--- config.mk ---
export PLATFORM = sky130hd
export DESIGN_NAME = postfix_expression_evaluator
export DESIGN_NICKNAME = d
export VERILOG_FILES = /design/src/hw/rtl/pev_pkg.sv /design/src/hw/rtl/pev_ram.sv /design/src/hw/rtl/pev_alu.sv /design/src/hw/rtl/postfix_expression_evaluator.sv
export VERILOG_INCLUDE_DIRS = /design/src /design/src/hw/rtl
export SDC_FILE = /design/constraint.sdc
export NUM_CORES = 1
export LEC_CHECK = 0
export ABC_AREA = 1
export BUFFER_PORTS_ARGS = -buffer_cell sky130_fd_sc_hd__buf_4
export CAP_MARGIN = 10
export CORE_ASPECT_RATIO = 1.5
export CORE_MARGIN = 2
export CORE_UTILIZATION = 55
export DETAILED_ROUTE_END_ITERATION = 6
export GPL_TIMING_DRIVEN = 0
export PLACE_DENSITY = 0.71
export SLEW_MARGIN = 5
export SYNTH_ARGS = -nofsm -noshare
export SYNTH_HDL_FRONTEND = slang
export SYNTH_SLANG_ARGS = --single-unit
--- constraint.sdc ---
create_clock -name clk -period 37.8 [get_ports clk]
set_input_delay 5.67 -clock clk [delete_from_list [all_inputs] [get_ports clk]]
set_output_delay 5.67 -clock clk [all_outputs]
set_load 0.03 [all_outputs]
--- src/hw/rtl/postfix_expression_evaluator_macros.svh ---
// assertion macros shared by the evaluator rtl
// each macro expects clk and rst in scope
`ifndef POSTFIX_EXPRESSION_EVALUATOR_MACROS_SVH
`define POSTFIX_EXPRESSION_EVALUATOR_MACROS_SVH

// condition holds at every edge out of reset
`define PEV_ASSERT_ALWAYS(label, cond, msg) \
  label: assert property (@(posedge clk) disable iff (rst) (cond)) else $error(msg);

// consequent holds in the same cycle as the antecedent
`define PEV_ASSERT_IMP(label, ante, cons, msg) \
  label: assert property (@(posedge clk) disable iff (rst) (ante) |-> (cons)) \
    else $error(msg);

// consequent holds in the cycle after the antecedent
`define PEV_ASSERT_NXT(label, ante, cons, msg) \
  label: assert property (@(posedge clk) disable iff (rst) (ante) |=> (cons)) \
    else $error(msg);

`endif

--- src/hw/rtl/pev_pkg.sv ---
package pev_pkg;

  // stack geometry
  localparam int STACK_DEPTH = 16;
  localparam int CNT_W       = $clog2(STACK_DEPTH + 1);
  localparam int ADDR_W      = $clog2(STACK_DEPTH);

  // field widths
  localparam int DATA_W = 32;
  localparam int KIND_W = 3;
  localparam int STAT_W = 3;
  localparam int FRAC_W = 16;

  // iteration counts of the shared unit
  localparam int STEP_W = 6;
  localparam logic [STEP_W-1:0] MUL_STEPS = STEP_W'(DATA_W);
  localparam logic [STEP_W-1:0] DIV_STEPS = STEP_W'(DATA_W + 1);

  // token kinds
  localparam logic [KIND_W-1:0] KIND_OPERAND = 3'd0;
  localparam logic [KIND_W-1:0] KIND_MUL     = 3'd1;
  localparam logic [KIND_W-1:0] KIND_DIV     = 3'd2;
  localparam logic [KIND_W-1:0] KIND_ADD     = 3'd3;
  localparam logic [KIND_W-1:0] KIND_SUB     = 3'd4;

  // status codes
  localparam logic [STAT_W-1:0] ST_OK      = 3'd0;
  localparam logic [STAT_W-1:0] ST_SHORT   = 3'd1;
  localparam logic [STAT_W-1:0] ST_UNDER   = 3'd2;
  localparam logic [STAT_W-1:0] ST_LEFT    = 3'd3;
  localparam logic [STAT_W-1:0] ST_BADTOK  = 3'd4;
  localparam logic [STAT_W-1:0] ST_DIVZERO = 3'd5;
  localparam logic [STAT_W-1:0] ST_OVER    = 3'd6;

  // expression length check
  localparam logic [1:0] MIN_TOKENS = 2'd3;

  // saturation limits
  localparam logic [DATA_W-1:0] SAT_MAX = {1'b0, {(DATA_W-1){1'b1}}};
  localparam logic [DATA_W-1:0] SAT_MIN = {1'b1, {(DATA_W-1){1'b0}}};

  typedef enum logic [1:0] {
    ALU_MUL,
    ALU_DIV,
    ALU_ADD,
    ALU_SUB
  } alu_op_t;

  // request to the arithmetic unit
  typedef struct packed {
    logic              start;
    alu_op_t           op;
    logic [DATA_W-1:0] left;
    logic [DATA_W-1:0] right;
  } alu_req_t;

  // answer from the arithmetic unit
  typedef struct packed {
    logic              done;
    logic [DATA_W-1:0] result;
  } alu_rsp_t;

endpackage

--- src/hw/rtl/pev_ram.sv ---
module pev_ram #(
  parameter int WIDTH = 32,
  parameter int DEPTH = 16,
  localparam int AW = (DEPTH > 1) ? $clog2(DEPTH) : 1
) (
  input  logic             clk,
  input  logic             we,
  input  logic [AW-1:0]    waddr,
  input  logic [WIDTH-1:0] wdata,
  input  logic [AW-1:0]    raddr,
  output logic [WIDTH-1:0] rdata
);

  logic [WIDTH-1:0] mem [DEPTH];

  // one write port, registered read port
  always_ff @(posedge clk) begin
    if (we) begin
      mem[waddr] <= wdata;
    end
    rdata <= mem[raddr];
  end

endmodule

--- src/hw/rtl/pev_alu.sv ---
module pev_alu
  import pev_pkg::*;
(
  input  logic     clk,
  input  logic     rst,
  input  alu_req_t req,
  output alu_rsp_t rsp
);

  typedef enum logic [1:0] {
    S_IDLE,
    S_MUL,
    S_DIV,
    S_FIN
  } state_t;

  state_t            state;
  alu_op_t           op;
  logic              neg;
  logic              ovf;
  logic [STEP_W-1:0] cnt;
  logic [DATA_W-1:0] mc;
  logic [DATA_W-1:0] acc_hi;
  logic [DATA_W-1:0] acc_lo;
  logic [DATA_W-1:0] rem;
  logic [DATA_W:0]   dv;
  logic [DATA_W:0]   quo;
  logic              done;
  logic [DATA_W-1:0] result;

  logic [DATA_W-1:0] l_mag;
  logic [DATA_W-1:0] r_mag;
  logic              div_big;
  logic [DATA_W+1:0] opa;
  logic [DATA_W+1:0] opb;
  logic              sub;
  logic [DATA_W+1:0] sum;
  logic [DATA_W-1:0] addsub_res;
  logic [2*DATA_W:0] prod;
  logic [DATA_W+FRAC_W:0] prod_q;
  logic [DATA_W-1:0] mul_res;
  logic [DATA_W-1:0] div_res;

  // operand magnitudes
  assign l_mag = req.left[DATA_W-1]  ? (~req.left + DATA_W'(1))  : req.left;
  assign r_mag = req.right[DATA_W-1] ? (~req.right + DATA_W'(1)) : req.right;

  // quotient of 2**33 or more saturates without iterating
  assign div_big = {{(FRAC_W+1){1'b0}}, l_mag} >= {r_mag, {(FRAC_W+1){1'b0}}};

  // shared adder: multiply step, divide step, or add/sub
  always_comb begin
    case (state)
      S_MUL: begin
        opa = {2'b00, acc_hi};
        opb = acc_lo[0] ? {2'b00, mc} : '0;
        sub = 1'b0;
      end
      S_DIV: begin
        opa = {1'b0, rem, dv[DATA_W]};
        opb = {2'b00, mc};
        sub = 1'b1;
      end
      default: begin
        opa = {{2{req.left[DATA_W-1]}}, req.left};
        opb = {{2{req.right[DATA_W-1]}}, req.right};
        sub = (req.op == ALU_SUB);
      end
    endcase
    sum = opa + (sub ? ~opb : opb) + {{(DATA_W+1){1'b0}}, sub};
  end

  // saturate add/sub
  always_comb begin
    if (sum[DATA_W+1:DATA_W-1] == 3'b000 || sum[DATA_W+1:DATA_W-1] == 3'b111) begin
      addsub_res = sum[DATA_W-1:0];
    end else begin
      addsub_res = sum[DATA_W+1] ? SAT_MIN : SAT_MAX;
    end
  end

  // signed product, floor shift, saturate
  always_comb begin
    prod   = {1'b0, acc_hi, acc_lo};
    prod   = neg ? (~prod + (2*DATA_W+1)'(1)) : prod;
    prod_q = prod[2*DATA_W:FRAC_W];
    if (prod_q[DATA_W+FRAC_W:DATA_W-1] == {(FRAC_W+2){prod_q[DATA_W+FRAC_W]}}) begin
      mul_res = prod_q[DATA_W-1:0];
    end else begin
      mul_res = prod_q[DATA_W+FRAC_W] ? SAT_MIN : SAT_MAX;
    end
  end

  // apply sign to quotient, saturate
  always_comb begin
    if (ovf) begin
      div_res = neg ? SAT_MIN : SAT_MAX;
    end else if (!neg) begin
      div_res = (quo[DATA_W:DATA_W-1] != 2'b00) ? SAT_MAX : quo[DATA_W-1:0];
    end else if (quo > {2'b01, {(DATA_W-1){1'b0}}}) begin
      div_res = SAT_MIN;
    end else begin
      div_res = ~quo[DATA_W-1:0] + DATA_W'(1);
    end
  end

  // sequencer and datapath registers
  always_ff @(posedge clk) begin
    if (rst) begin
      state <= S_IDLE;
      done  <= 1'b0;
    end else begin
      done <= 1'b0;
      case (state)
        S_IDLE: begin
          if (req.start) begin
            op  <= req.op;
            neg <= req.left[DATA_W-1] ^ req.right[DATA_W-1];
            case (req.op)
              ALU_MUL: begin
                acc_hi <= '0;
                acc_lo <= r_mag;
                mc     <= l_mag;
                cnt    <= MUL_STEPS;
                state  <= S_MUL;
              end
              ALU_DIV: begin
                ovf   <= div_big;
                rem   <= {{(FRAC_W+1){1'b0}}, l_mag[DATA_W-1:FRAC_W+1]};
                dv    <= {l_mag[FRAC_W:0], {FRAC_W{1'b0}}};
                quo   <= '0;
                mc    <= r_mag;
                cnt   <= DIV_STEPS;
                state <= div_big ? S_FIN : S_DIV;
              end
              default: begin
                result <= addsub_res;
                done   <= 1'b1;
              end
            endcase
          end
        end
        S_MUL: begin
          acc_hi <= sum[DATA_W:1];
          acc_lo <= {sum[0], acc_lo[DATA_W-1:1]};
          cnt    <= cnt - STEP_W'(1);
          if (cnt == STEP_W'(1)) begin
            state <= S_FIN;
          end
        end
        S_DIV: begin
          if (!sum[DATA_W+1]) begin
            rem <= sum[DATA_W-1:0];
            quo <= {quo[DATA_W-1:0], 1'b1};
          end else begin
            rem <= {rem[DATA_W-2:0], dv[DATA_W]};
            quo <= {quo[DATA_W-1:0], 1'b0};
          end
          dv  <= {dv[DATA_W-1:0], 1'b0};
          cnt <= cnt - STEP_W'(1);
          if (cnt == STEP_W'(1)) begin
            state <= S_FIN;
          end
        end
        S_FIN: begin
          result <= (op == ALU_MUL) ? mul_res : div_res;
          done   <= 1'b1;
          state  <= S_IDLE;
        end
        default: begin
          state <= S_IDLE;
        end
      endcase
    end
  end

  assign rsp.done   = done;
  assign rsp.result = result;

endmodule

--- src/hw/rtl/postfix_expression_evaluator.sv ---
// Postfix (RPN) evaluator on signed Q16.16 words. Send one token per word:
// s_tuser is the kind, s_tdata the operand, s_tlast marks the final token.
// s_tready is high only while the sequencer is idle, so one token is in work
// at a time. Multiply and divide run bit-serially, one bit per cycle, through
// the shared arithmetic unit, except a divide whose quotient is known to
// saturate up front; each operator first passes through a state for the
// registered stack memory read. After the last token the sequencer passes
// through an end state, and one result word appears on m_tdata with its
// status on m_tuser; a result may wait on m_tready while the next
// expression's tokens are already being accepted. The top of stack sits in a
// register, the rest in a single-port-write RAM.
`include "postfix_expression_evaluator_macros.svh"

module postfix_expression_evaluator
  import pev_pkg::*;
(
  input  logic              clk,
  input  logic              rst,
  input  logic              s_tvalid,
  output logic              s_tready,
  input  logic [DATA_W-1:0] s_tdata,   // operand_value
  input  logic [KIND_W-1:0] s_tuser,   // token_kind
  input  logic              s_tlast,   // last_token
  output logic              m_tvalid,
  input  logic              m_tready,
  output logic [DATA_W-1:0] m_tdata,   // result_value
  output logic [STAT_W-1:0] m_tuser    // status
);

  typedef enum logic [2:0] {
    S_IDLE,
    S_EXEC,
    S_READ,
    S_WAIT,
    S_END
  } state_t;

  state_t            state;
  logic [KIND_W-1:0] kind;
  logic [DATA_W-1:0] opval;
  logic              last;
  logic [DATA_W-1:0] tos;
  logic [CNT_W-1:0]  count;
  logic [1:0]        tok_cnt;
  logic [STAT_W-1:0] err;

  logic [CNT_W-1:0]  cnt_m1;
  logic [CNT_W-1:0]  cnt_m2;
  logic              ram_we;
  logic [DATA_W-1:0] ram_rdata;
  alu_req_t          alu_req;
  alu_rsp_t          alu_rsp;
  state_t            after_tok;
  logic [STAT_W-1:0] fin_status;
  logic [DATA_W-1:0] fin_value;

  assign s_tready  = (state == S_IDLE);
  assign cnt_m1    = count - CNT_W'(1);
  assign cnt_m2    = count - CNT_W'(2);
  assign after_tok = last ? S_END : S_IDLE;

  // spill the old top of stack on a push
  assign ram_we = (state == S_EXEC) && (err == ST_OK) && (kind == KIND_OPERAND) &&
                  (count != '0) && (count < CNT_W'(STACK_DEPTH));

  pev_ram #(
    .WIDTH (DATA_W),
    .DEPTH (STACK_DEPTH)
  ) u_stack (
    .clk   (clk),
    .we    (ram_we),
    .waddr (cnt_m1[ADDR_W-1:0]),
    .wdata (tos),
    .raddr (cnt_m2[ADDR_W-1:0]),
    .rdata (ram_rdata)
  );

  // operator request: left from memory, right from top of stack
  always_comb begin
    alu_req.start = (state == S_READ);
    alu_req.left  = ram_rdata;
    alu_req.right = tos;
    case (kind)
      KIND_MUL: alu_req.op = ALU_MUL;
      KIND_DIV: alu_req.op = ALU_DIV;
      KIND_ADD: alu_req.op = ALU_ADD;
      default:  alu_req.op = ALU_SUB;
    endcase
  end

  pev_alu u_alu (
    .clk (clk),
    .rst (rst),
    .req (alu_req),
    .rsp (alu_rsp)
  );

  // end-of-expression status
  always_comb begin
    fin_value = '0;
    if (tok_cnt < MIN_TOKENS) begin
      fin_status = ST_SHORT;
    end else if (err != ST_OK) begin
      fin_status = err;
    end else if (count == '0) begin
      fin_status = ST_UNDER;
    end else if (count > CNT_W'(1)) begin
      fin_status = ST_LEFT;
    end else begin
      fin_status = ST_OK;
      fin_value  = tos;
    end
  end

  // token sequencer and output register
  always_ff @(posedge clk) begin
    if (rst) begin
      state    <= S_IDLE;
      count    <= '0;
      tok_cnt  <= '0;
      err      <= ST_OK;
      m_tvalid <= 1'b0;
    end else begin
      if (m_tvalid && m_tready && state != S_END) begin
        m_tvalid <= 1'b0;
      end
      case (state)
        S_IDLE: begin
          if (s_tvalid) begin
            kind  <= s_tuser;
            opval <= s_tdata;
            last  <= s_tlast;
            if (tok_cnt < MIN_TOKENS) begin
              tok_cnt <= tok_cnt + 2'd1;
            end
            state <= S_EXEC;
          end
        end
        S_EXEC: begin
          if (err != ST_OK) begin
            state <= after_tok;
          end else if (kind == KIND_OPERAND) begin
            if (count >= CNT_W'(STACK_DEPTH)) begin
              err <= ST_OVER;
            end else begin
              tos   <= opval;
              count <= count + CNT_W'(1);
            end
            state <= after_tok;
          end else if (kind > KIND_SUB) begin
            err   <= ST_BADTOK;
            state <= after_tok;
          end else if (count < CNT_W'(2)) begin
            err   <= ST_UNDER;
            state <= after_tok;
          end else if (kind == KIND_DIV && tos == '0) begin
            err   <= ST_DIVZERO;
            state <= after_tok;
          end else begin
            state <= S_READ;
          end
        end
        S_READ: begin
          state <= S_WAIT;
        end
        S_WAIT: begin
          if (alu_rsp.done) begin
            tos   <= alu_rsp.result;
            count <= cnt_m1;
            state <= after_tok;
          end
        end
        S_END: begin
          if (!m_tvalid || m_tready) begin
            m_tvalid <= 1'b1;
            m_tdata  <= fin_value;
            m_tuser  <= fin_status;
            count    <= '0;
            tok_cnt  <= '0;
            err      <= ST_OK;
            state    <= S_IDLE;
          end
        end
        default: begin
          state <= S_IDLE;
        end
      endcase
    end
  end

  // checks
  `PEV_ASSERT_ALWAYS(a_count_bound, count <= CNT_W'(STACK_DEPTH), "stack count past depth")
  `PEV_ASSERT_IMP(a_err_zero, m_tvalid && m_tuser != ST_OK, m_tdata == '0, "error word not zero")
  `PEV_ASSERT_IMP(a_alu_done, alu_rsp.done, state == S_WAIT, "alu done outside wait")
  `PEV_ASSERT_NXT(a_one_token, s_tvalid && s_tready, !s_tready, "token taken while busy")

endmodule

==> impl_metrics.csv, run 1 <==
group,metric,value,unit
logic_synthesis,synth_nets,4744,
logic_synthesis,yosys_warnings,0,
timing,slew_headroom,6.07,%
global_route,grt_pass1_wl,256000,um
layout,final_cell_mix,"nand2_1, edfxtp_1, nor2_1",
logic_synthesis,synth_seq_cells,884,
logic_synthesis,yosysTopAreaCell,"edfxtp_1",
routing,drtAntennaViolNets,0,
floorplanning,dieArea,0.0830,mm^2
layout,syn2layout_area_growth,12.6,%
routing,vias,37600,
clock_tree,tritoncts,"yes",
logic_synthesis,synth_edf_count,835,
layout,nets,4952,
job,maxCapViolations,0,
setup_path,end_kind,"flop",
power,fin_total_pwr,3.38,mW
clock_tree,cts-root-buf,"clkbuf_16",
logic_synthesis,synthFlopType,"edfxtp_1",
clock_tree,worstSkewPairLatency,0.67,ns
floorplanning,core.rowCount,127,
place,dp_hpwl,138000,um
routing,wl_per_cell,30.8,um
clock_tree,ctsHoldBuffers,0,
clock_tree,clk_pin_slew_worst_paths,0.06,ns
setup_path,worstPathArrival,9.02,ns
layout,final_common_cell,"nand2_1",
timing,period_share,22.9,%
clock_tree,htreeDepth,3,
floorplanning,die_w,236,um
timing,fmax,0.116,GHz
clock_tree,numCtsBuffers,84,
global_route,grt_max_degree,34,
routing,first_pass_iters,6,
routing,drt_iter0_markers,4521,
timing,final_max_slew_viol_count,0,
setup_path,startpoint_type,"primary input",
setup_path,r2r_cells,20,
logic_synthesis,synth.avg_cell_area,9.57,um^2
timing,period_minus_slack,8.66,ns
worst_hold_path,min_path_cells,2,
global_route,track_usage,44.1,%
worst_hold_path,hold_class,"flop to flop",
clock_tree,cts.sinks,884,
setup_path,worstSetupPathType,"primary input to flop",
global_route,antenna_found_initial,12,
logic_synthesis,synthArstFlopShare,0,%
place,gp_congestion,1.10,
routing,drc_errors,0,
global_route,grt_pass1_vias,36700,
floorplanning,coreArea,0.0799,mm^2
logic_synthesis,netlist.area_leader.share,56.5,%
logic_synthesis,synth_area,0.0444,mm^2
timing,finClkSkew,0.0422,ns
routing,wl_met1,56200,um
layout,drive_above_1_share,7.32,%
routing,routed_via_density,6.31,
floorplanning,io-pin-count,77,
clock_tree,clockBufferDepth,3,
routing,routed_wl,183000,um
logic_synthesis,synthTopCellsByArea,"edfxtp_1, nand2_1, o21ai_0",
clock_tree,cts_setup_buffers,0,
clock_tree,ctsResizeCount,0,
routing,top_layer,"met5",
timing,tightest_slew,1.40,ns
power,powerDensity,67.7,mW/mm^2
place,io_buffers,75,
floorplanning,chipHeight,352,um
routing,route.met3.wl,16200,um
setup_path,critPathMaxFanout,8,
power,leakagePower,18.8,nW
logic_synthesis,syn_inst,4636,
setup_path,required,38.17,ns
timing,whs,0.473,ns
routing,wl_met2,88400,um
layout,final_cell_area,0.0500,mm^2
logic_synthesis,yosysUniqueCellTypes,58,
timing,finalHoldViolations,0,
layout,final_core_util,62.5,%
timing,rsz0062_at_grt,"false",
power,vdd_drop_max,0.0457,mV
timing,setup_tns,0,ns
place,postPlaceCellArea,0.0470,mm^2
global_route,gr-total-overflow,0,
floorplanning,initial_core_util,55.5,%
logic_synthesis,ys_seq_area_share,58.7,%
timing,setup_viol,0,
outcome,status,"finished, final reports clean",
## cell type report
type	instances	area, um^2
fillers	6688	30000
flip-flops and latches	884	26100
multi-input cells	3138	16100
clock buffers	109	2260
inverters	381	1430
well taps	1032	1290
repair buffers	122	1230
plain buffers	233	1010
clock inverters	48	612
diodes	6	15.0
## kinds of logic after synthesis
group | synth area share [%]
AND/OR/NAND/NOR | 18.6
buffers and inverters | 5.50
adder cells (fa/ha/maj) | 1.93
flip-flops | 58.7
multiplexers | 0.0226
AO/OA/AOI/OAI | 11.9
XOR/XNOR | 3.35
## layer usage
layer,vias to the layer above,GRT usage [%]
met5,-,0
met4,6,46.1
met3,860,9.71
met2,2497,74.4
met1,17700,44.0
li1,16500,-
## worst paths after layout
check | start | endpoint | slack (ns)
worst min register to register | tok_cnt[1] | tok_cnt[1] | 0.47
worst min-delay path | tok_cnt[1] | tok_cnt[1] | 0.47
worst max register to register | u_alu.state[0] | u_alu.result[25] | 31.65
worst max-delay path | rst | u_alu.acc_hi[22] | 29.14
## registers in the layout (all words and copies together), names as in the netlist, 5 cells and up
register	flops
u_alu.dv	17
u_stack.rdata	32
count	5
m_tdata	32
u_alu.acc_lo	32
u_alu.result	32
u_alu.quo	33
tos	32
u_alu.cnt	6
u_alu.mc	32
u_stack.mem	512
opval	32
u_alu.rem	32
u_alu.acc_hi	32
## report_power, final
part	switching [mW]	total, mW	internal (mW)
sequential	0.0754	1.22	1.14
combinational	0.946	1.26	0.319
clock	0.396	0.900	0.504
total	1.42	3.38	1.97
## worst max-delay path, stage by stage
cell and delay [ns]:
clkbuf_1 0.25, inv_1 0.36, nand2_1 0.26, a2111oi_2 0.91, buf_2 0.35, buf_2 0.25, buf_2 0.25, buf_4 0.20
buf_2 0.23, buf_2 0.25
## cell usage after synthesis (2+ instances only)
library cell and instances:
buf_1 27, o22ai_1 46, a21oi_1 92, buf_2 14, clkbuf_1 166, clkinv_1 3
a21o_1 6, nand2_1 918, nor2_1 663, ha_1 67, or2_2 6, nand2_4 2
nor2_2 4, dfxtp_1 49, edfxtp_1 835, o21a_1 5, xor2_1 139, nand3_1 255
o211ai_1 65, nand3b_1 6, o21ai_2 3, a22oi_1 11, a221oi_1 2, o21ai_0 518
inv_1 370, o221ai_1 89, nand3_2 4, nand2_2 16, nor3_1 39, o31ai_1 11
xnor2_1 29, buf_4 19, inv_2 8, buf_6 6, o21ai_1 9, nand4_1 66
o41ai_1 3, nor4_1 17, a211oi_1 6, o21bai_1 11, a31oi_1 10, o311ai_0 2
a21boi_0 4
## through the flow
step | setup WS (ns) | cells
CTS | 29.24 | 5942
finish | 29.14 | 5953
floorplan | 20.90 | 4636
detailed placement | 28.58 | 5785
global route | 29.09 | 5948
global placement | 14.67 | 5743
Note: power is estimated with default switching activity, not from simulation.
==> inputs of run 2 (changes only) <==
--- a/config.mk
+++ b/config.mk
@@ -6,7 +6,7 @@
 export SDC_FILE = /design/constraint.sdc
 export NUM_CORES = 1
 export LEC_CHECK = 0
-export ABC_AREA = 1
+export ABC_AREA = 0
 export BUFFER_PORTS_ARGS = -buffer_cell sky130_fd_sc_hd__buf_4
 export CAP_MARGIN = 10
 export CORE_ASPECT_RATIO = 1.5
==> constraint.sdc (replaced) <==
create_clock -name clk -period 8.25 [get_ports clk]
set_input_delay 1.2375 -clock clk [delete_from_list [all_inputs] [get_ports clk]]
set_output_delay 1.2375 -clock clk [all_outputs]
set_load 0.03 [all_outputs]
==> run 2 against run 1 <==
Against the previous run:
- final cell count shrank 30%
- wire length shrank 25%
- synthesized area shrank 6.3%
- core utilization grew 0.26 points
- sequential share of layout area grew 3.2 points
- sequential power grew to 4.3 times the previous value
- clock power grew to 4.5 times the previous value
- combinational power grew to 4.2 times the previous value
- total power grew to 4.3 times the previous value
- largest power group unchanged
==> impl_metrics.csv, run 2 <==
group,metric,value,unit
place,dp.cells,4030,
outcome,status,"finished, final reports clean",
timing,setup_tns,0,ns
timing,finalHoldViolations,0,
layout,fillers,5572,
setup_path,critPathMaxFanout,10,
layout,final_cell_mix,"edfxtp_1, nor2_1, a21oi_1",
routing,drtAntennaViolNets,0,
power,vdd_drop_max,0.253,mV
logic_synthesis,synthFlopType,"edfxtp_1",
clock_tree,clockBufferDepth,3,
layout,reg.largest.list,"u_stack.mem (512), u_alu.quo (33)",
layout,final_common_cell,"edfxtp_1",
floorplanning,die_w,228,um
power,leakagePower,15.4,nW
layout,layout.cells.non_filler,4191,
clock_tree,cts_setup_buffers,0,
logic_synthesis,netlist.area_leader.share,60.3,%
setup_path,startpoint_type,"flop",
routing,vias,27600,
logic_synthesis,synth.avg_cell_area,14.2,um^2
setup_path,end_kind,"flop",
place,dp_hpwl,98700,um
routing,drc_errors,0,
clock_tree,ctsHoldBuffers,0,
setup_path,r2r-start,"u_alu.state[0]",
logic_synthesis,yosysUniqueCellTypes,80,
logic_synthesis,synthArstFlopShare,0,%
timing,finClkSkew,0.0445,ns
logic_synthesis,synth_edf_count,835,
clock_tree,cts-root-buf,"clkbuf_16",
timing,period_minus_slack,7.77,ns
worst_hold_path,hp-start,"err[2]",
clock_tree,htreeDepth,3,
setup_path,worstPathArrival,8.15,ns
global_route,grt_use_met1,39.8,%
clock_tree,clk_pin_slew_worst_paths,0.06,ns
logic_synthesis,synth_nets,3034,
logic_synthesis,yosys_warnings,0,
global_route,grt_pass1_wl,196000,um
layout,drive_above_1_share,16.4,%
routing,first_pass_iters,6,
layout,largest_reg_flops,512,
worst_hold_path,hold_class,"flop to flop",
clock_tree,tritoncts,"yes",
timing,setup_viol,0,
global_route,grt_max_degree,33,
place,gp_congestion,1.07,
logic_synthesis,synth_seq_cells,884,
global_route,grt_busiest_layer,"met2",
setup_path,worstSetupPathType,"flop to flop",
place,postPlaceCellArea,0.0441,mm^2
floorplanning,dieArea,0.0778,mm^2
floorplanning,initial_core_util,55.5,%
power,powerDensity,310,mW/mm^2
logic_synthesis,yosysMostFrequentCell,"edfxtp_1",
routing,drt_iter0_markers,3166,
global_route,track_usage,35.6,%
global_route,gr-total-overflow,0,
logic_synthesis,synthTopCellsByCount,"edfxtp_1, nor2_1, a21oi_1",
timing,fmax,0.129,GHz
place,io_buffers,75,
global_route,grt_pass1_vias,27500,
floorplanning,coreArea,0.0749,mm^2
layout,syn2layout_area_growth,13.2,%
layout,final_cell_area,0.0470,mm^2
global_route,antenna_found_initial,16,
floorplanning,core.rowCount,123,
timing,final_max_slew_viol_count,0,
clock_tree,numCtsBuffers,83,
logic_synthesis,yosysTopAreaCell,"edfxtp_1",
clock_tree,cts.sinks,884,
layout,final_core_util,62.8,%
routing,routed_wl,138000,um
logic_synthesis,synth_area,0.0416,mm^2
layout,nets,3226,
logic_synthesis,synthTopCellsByArea,"edfxtp_1, mux4_2, dfxtp_1",
timing,period_share,94.2,%
global_route,use_met3,6.15,%
global_route,met2_usage,61.7,%
floorplanning,chipHeight,341,um
routing,wl_per_cell,32.9,um
logic_synthesis,syn_inst,2926,
floorplanning,io-pin-count,77,
timing,rsz0062_at_grt,"false",
layout,regMostFlops,"u_stack.mem",
job,maxCapViolations,0,
clock_tree,worstSkewPairLatency,0.68,ns
routing,routed_via_density,6.58,
logic_synthesis,ys_seq_area_share,62.7,%
setup_path,required,8.63,ns
timing,tightest_slew,1.32,ns
setup_path,crit_start,"u_alu.state[0]",
timing,slew_headroom,12.0,%
run 2: cell types whose count changed after synthesis, sizes merged, moves of 63 or more:
cell,change
nand2,-799
nor2,-461
o21ai,-414
inv,-325
nand3,-227
mux4,+160
and2,+107
o221ai,-84
a21oi,+78
nor2b,+63
run 2: where the power goes:
group          leakage, nW  switching [mW]  internal, mW
combinational         5.99            3.74          1.62
clock                 1.36            1.77          2.26
sequential            8.02          0.0827          5.12
run 2: layer usage:
metal / up-vias / routed length (um)
met2: 1549 / 69800
met4: 10 / 12000
li1: 11700 / -
met5: - / 69
met3: 448 / 10100
met1: 13900 / 46100
run 2: area by class of cell:
type / count / area, um^2 / area share (%)
antenna: 3 / 7.51 / 0.0160
buffer: 158 / 609 / 1.30
clock buffer: 102 / 2220 / 4.72
clock inverter: 53 / 623 / 1.32
inverter: 53 / 199 / 0.423
multi-input combinational: 1831 / 14900 / 31.7
sequential: 884 / 26100 / 55.4
tap: 1000 / 1250 / 2.66
timing repair buffer: 107 / 1160 / 2.48
run 2: path summary, 6_finish.rpt:
| check | endpoint | slack [ns] | cells past startpoint |
|---|---|---|---|
| worst max-delay path | u_alu.result[23] | 0.48 | 22 |
| worst min-delay path | err[2] | 0.50 | 2 |
| worst max register to register | u_alu.result[23] | 0.48 | 22 |
| worst min register to register | err[2] | 0.50 | 2 |
run 2: kinds of logic after synthesis:
kind of cell,Yosys count,share of synthesized area (%)
xor+xnor,179,3.77
compound gates,540,8.39
simple gates,766,9.48
flops,884,62.7
fa+ha+maj,68,2.06
buf+inv,211,1.94
mux,278,11.7
run 2: stage by stage:
step | setup slack (ns) | power [mW] | hold WS [ns]
2_1_floorplan | 2.13 | 8.31 | 0.450
3_3_place_gp | -1.11 | 10.4 | 0.480
3_5_place_dp | -0.394 | 10.4 | 0.486
4_1_cts | 0.0838 | 14.4 | 0.495
5_1_grt | 0.259 | 15.0 | 0.523
6_report | 0.482 | 14.6 | 0.502
run 2: what timing repair did:
action / 4_1_cts / 5_1_grt
pin swaps: 0 / 0
setup endpoints to repair: 13 / 18
resized for setup: 3 / 6
endpoints found under the hold margin: 0 / 0
run 2: worst max-delay path: stages, from the launching register on:
cell       delay (ns)
dfxtp_1          0.40
inv_1            0.11
ha_1             0.29
clkbuf_1         0.45
clkbuf_2         0.42
clkbuf_2         0.39
clkbuf_2         0.45
clkbuf_1         0.44
nor2_1           0.19
a21oi_1          0.25
ha_1             0.16
clkbuf_1         0.28
a21oi_1          0.18
o21ai_0          0.23
a31oi_1          0.16
o41ai_1          0.38
o21ai_0          0.15
o211ai_1         0.24
xor2_1           0.50
a21boi_2         0.57
nor2_1           0.24
clkbuf_1         0.34
a2111oi_2        0.64
